===== src/design/two_tier_watermark_lru_evictor_assert.svh =====
// Assertion macros shared by the evictor RTL.
`ifndef TWO_TIER_WATERMARK_LRU_EVICTOR_ASSERT_SVH
`define TWO_TIER_WATERMARK_LRU_EVICTOR_ASSERT_SVH

// Same-cycle implication, checked on aclk outside reset.
`define TWLE_ASSERT_NOW(label, ante, cons) \
    label: assert property (@(posedge aclk) disable iff (!aresetn) (ante) |-> (cons)) \
        else $error("evictor assertion failed");

// Next-cycle implication, checked on aclk outside reset.
`define TWLE_ASSERT_NEXT(label, ante, cons) \
    label: assert property (@(posedge aclk) disable iff (!aresetn) (ante) |=> (cons)) \
        else $error("evictor assertion failed");

`endif


===== src/design/twle_ram.sv =====
`timescale 1ns / 1ps
module twle_ram #(
    parameter int WIDTH = 8,
    parameter int DEPTH = 64
) (
    input  logic                     aclk,
    input  logic                     we,
    input  logic [$clog2(DEPTH)-1:0] waddr,
    input  logic [WIDTH-1:0]         wdata,
    input  logic [$clog2(DEPTH)-1:0] raddr,
    output logic [WIDTH-1:0]         rdata
);

    logic [WIDTH-1:0] mem [DEPTH];

    always_ff @(posedge aclk) begin
        if (we) begin
            mem[waddr] <= wdata;
        end
        rdata <= mem[raddr];
    end

endmodule


===== config.mk =====
export PLATFORM = sky130hd
export DESIGN_NAME = twle_ram
export DESIGN_NICKNAME = d
export VERILOG_FILES = /design/src/design/two_tier_watermark_lru_evictor_assert.svh /design/src/design/twle_ram.sv
export SDC_FILE = /design/constraint.sdc
export NUM_CORES = 1
export LEC_CHECK = 0
export BUFFER_PORTS_ARGS = -buffer_cell sky130_fd_sc_hd__buf_2
export CELL_PAD_IN_SITES_DETAIL_PLACEMENT = 1
export CELL_PAD_IN_SITES_GLOBAL_PLACEMENT = 2
export CORE_ASPECT_RATIO = 1.1
export CORE_MARGIN = 2
export CORE_UTILIZATION = 30
export CTS_CLUSTER_DIAMETER = 30
export DETAILED_ROUTE_END_ITERATION = 8
export PLACE_DENSITY = 0.58
export SYNTH_ARGS = -nofsm -noshare
export SYNTH_HDL_FRONTEND = slang
export SYNTH_SLANG_ARGS = --single-unit

===== constraint.sdc =====
create_clock -name aclk -period 4.7 [get_ports aclk]
set_clock_uncertainty 0.05 [all_clocks]
set_input_delay 0 -clock aclk [delete_from_list [all_inputs] [get_ports aclk]]
set_output_delay 0 -clock aclk [all_outputs]
set_load 0.02 [all_outputs]

# After elaboration in Yosys (flattened, before gate mapping)
# Memories as Yosys holds them, arrays and structs flattened. A register that Yosys moved wholly into a read port is not among the register bits.
# Index checks and enable logic that the tools add are counted.
# word_totals
in_bits	22
ram_bits	512
reg_bits	0
out_inout_bits	8
memories	1
# mem_list
name	words	width	read_ports	rd_clocked_by_memory_dff	write_ports	line_no	source
mem	64	8	1	1	1	twle_ram.sv:14	logic [WIDTH-1:0] mem [DEPTH];
# classes
mux	2
# ops
operator	n
$mux 1	2

# Logic depth before layout (Yosys ltp)
# logic_depth
ltp_word	2
depth_mapped	9
mapped_depth_nobuf	5

# Least setup slack after synthesis
# Ideal clock, no wire load.
# synth_timing
path_kind	register to register
startpoint	memory mem[29][4]
endpoint	register rdata[4] (read register of mem)
setup_slack_ps	2958
n_path_buf	0
setup_time_ps	132
path_stages_with_launch	6
arrival_time_ps	1560
path_cell_list	edfxtp_1 mux4_2 mux2_2 o221a_2 nor3_1 o32ai_1
# synth_rtl
element	line_no	source
start, declared	twle_ram.sv:14	
end, declared	twle_ram.sv:11	output logic [WIDTH-1:0] rdata

==> flow_summary.yaml <==
status:
  status: "complete, no violations"
worst_hold_path:
  hold_path_class: "in2reg"
  hp-start: "wdata[1]"
yosys:
  synth-seq-area-share: 0.7703
  synthesis.nets: 962
  synth_ff_type: "edfxtp_1"
  ys_ff_latch: 520
  ys_warn_count: 0
  syn_avg_cell_area_sq_um: 21.45
  synth.distinct_cells: 40
  synth-edff-count: 512
  async_flop_share: 0
  syn_inst: 940
  syn_area_sq_mm: 0.02017
global_routing:
  grt_use_total: 0.1518
  grt_pass1_wl_microns: 75150
  grt_max_degree: 65
  globalRouteOverflowTotal: 0
  globalRouteMet1Util: 0.1959
  met2_usage: 0.2570
  busiest_layer: "met2"
  antenna_found_initial: 3
  use_met3: 0.02886
  grt_pass1_vias: 10680
place:
  portBuffers: 29
  dp_hpwl_microns: 30300
  placed_area_sq_mm: 0.02126
  gp_congestion: 0.7198
power:
  ir_drop_mv: 0.2439
  p_leak_nw: 7.867
  power_per_cell_area_mw_per_mm2: 516.5
die:
  fp.dieH_microns: 275.9
  num_rows: 99
  io_pins: 30
  design.die.area_sq_mm: 0.06932
  start_util: 0.3037
  core_sq_mm: 0.06639
  die_w_microns: 251.2
clock_tree:
  tritoncts: "yes"
  clk_pin_slew_ns: 0.05
  clock_latency_ns: 0.64
  cts_buffer_depth: 3
  h-tree-depth: 3
  cts_made_buffers: 100
  cts.sink_count: 520
  root_buffer: "clkbuf_16"
routing:
  drcViolationCount: 0
  routed_wirelength_microns: 51320
  route.detailed.wl_per_inst_microns: 25.74
  vias: 9683
  postRouteAntennaNets: 0
  viasPerCell: 4.856
  drt-initial-drc-count: 785
  first_pass_iters: 5
timing:
  rsz0062_at_grt: "no"
  min_period_ns: 2.384
  slew_headroom: 0.1802
  final_max_slew_viol_count: 0
  hold_violations: 0
  fin_crit_sh: 0.5072
  fin_setup_tns_ns: 0
  fmax_ghz: 0.4195
  setup_viol: 0
  tightest_slew_ns: 1.199
critical_path:
  worstPathRequired_ns: 5.12
  startpoint: "mem[3][3]"
  arrival_ns: 2.81
  path_class: "reg2reg"
  endpoint_kind: "flop"
  r2r-start: "mem[3][3]"
  start_kind: "flop"
  crit_fanout: 1
finish:
  final_util: 0.3731
  area_delta_synth_final_pct: 22.84
  drive_gt1_frac: 0.3116
  final_area_sq_mm: 0.02477
  finish.net_count: 1072
  antenna_cells: 0
run:
  cap_viol_max_count: 0
## critical path, cell delays in order (launching register included)
cell	delay, ns
edfxtp_1	0.36
mux4_2	0.46
nor2b_1	0.15
a2111oi_0	1.05
o41ai_1	0.16
## layout make-up
cell class,count,area (sq um)
tap,858,1074
clock buffer,110,2540
timing repair buffer,59,434.2
multi-input combinational,369,4315
fill,6384,41620
clock inverter,78,875.8
sequential,520,15530
## through the flow
step	power [mW]	hold WS (ns)	cells	setup slack, ns
5_1_grt	13.16	0.04108	1994	2.136
2_1_floorplan	5.523	0.04887	940	2.958
3_3_place_gp	5.741	0.3841	1796	1.822
4_1_cts	12.94	0.001615	1994	2.295
3_5_place_dp	5.751	0.3809	1796	1.825
6_report	12.80	0.02009	1994	2.316
## synthesized netlist by cell type, types with 4 or more instances
master	instances	share of area
nand3_1	13	0.0032
nor2_1	83	0.015
clkbuf_1	17	0.0032
nand2b_1	7	0.0022
o22ai_1	8	0.0025
buf_4	13	0.0048
a211oi_1	4	0.0015
nand2_1	19	0.0035
nor3_1	7	0.0017
edfxtp_1	512	0.76
mux4_2	126	0.14
mux2i_1	23	0.011
o221ai_1	8	0.0035
buf_2	11	0.0027
a221oi_1	6	0.0026
buf_6	4	0.0022
buf_1	4	0.00074
nor2b_1	14	0.0043
dfxtp_1	8	0.0079
mux2_2	13	0.0073
## power breakdown
group,internal [mW],switching [mW],total [mW]
Clock,4.66,2.48,7.14
Sequential,5.15,0.0173,5.16
Combinational,0.179,0.312,0.492
Total,9.99,2.81,12.8
## registers in the layout, indices dropped and copies added (netlist names)
signal and cells:
rdata 8, mem 512
## final timing paths
check / cells after the start / slack (ns) / endpoint
worst max-delay path: 4 / 2.32 / rdata[3]
worst min-delay path: 2 / 0.02 / mem[6][1]
worst max register to register: 4 / 2.32 / rdata[3]
worst min register to register: 3 / 0.76 / rdata[6]
## logic make-up after synthesis
group / count (synthesis) / synth area share
and+or+nand+nor: 153 / 0.03387
DFF: 520 / 0.7703
buffers and inverters: 51 / 0.01570
muxes: 162 / 0.1594
AOI/OAI and AO/OA: 54 / 0.02072
## timing repair
| item | CTS | global route |
|---|---|---|
| setup buffers | 0 | 0 |
| resized for setup | 0 | 0 |
| hold buffers | 10 | 0 |
| hold endpoints to repair | 73 | 0 |
## cell usage in the layout, fill, tap and decap left out, drive strengths merged, types with 3 or more instances in the layout
cell type    instances
edfxtp             512
a211oi               4
o22ai                8
nand3b               3
mux2i               23
clkbuf             111
nor3                 7
mux2                13
a221oi               6
buf                 48
clkinv              38
dlygate4sd3         10
mux4               126
inv                 16
nor2b               14
bufinv              13
o21ai                4
clkinvlp            11
o221ai               8
o2111ai              3
nand2               19
o2bb2ai              3
a21oi                3
a22oi                3
nor2                83
dfxtp                8
nand3               13
nand2b               7
## layer usage
| layer | vias up | share of wire | routed length (microns) |
|---|---|---|---|
| met4 | 6 | 0.020 | 1035 |
| met2 | 197 | 0.51 | 25970 |
| met1 | 5211 | 0.43 | 22260 |
| li1 | 4200 | - | - |
| met5 | - | 0.00062 | 32 |
| met3 | 69 | 0.039 | 2026 |
Power figures use the tool's default switching activity.
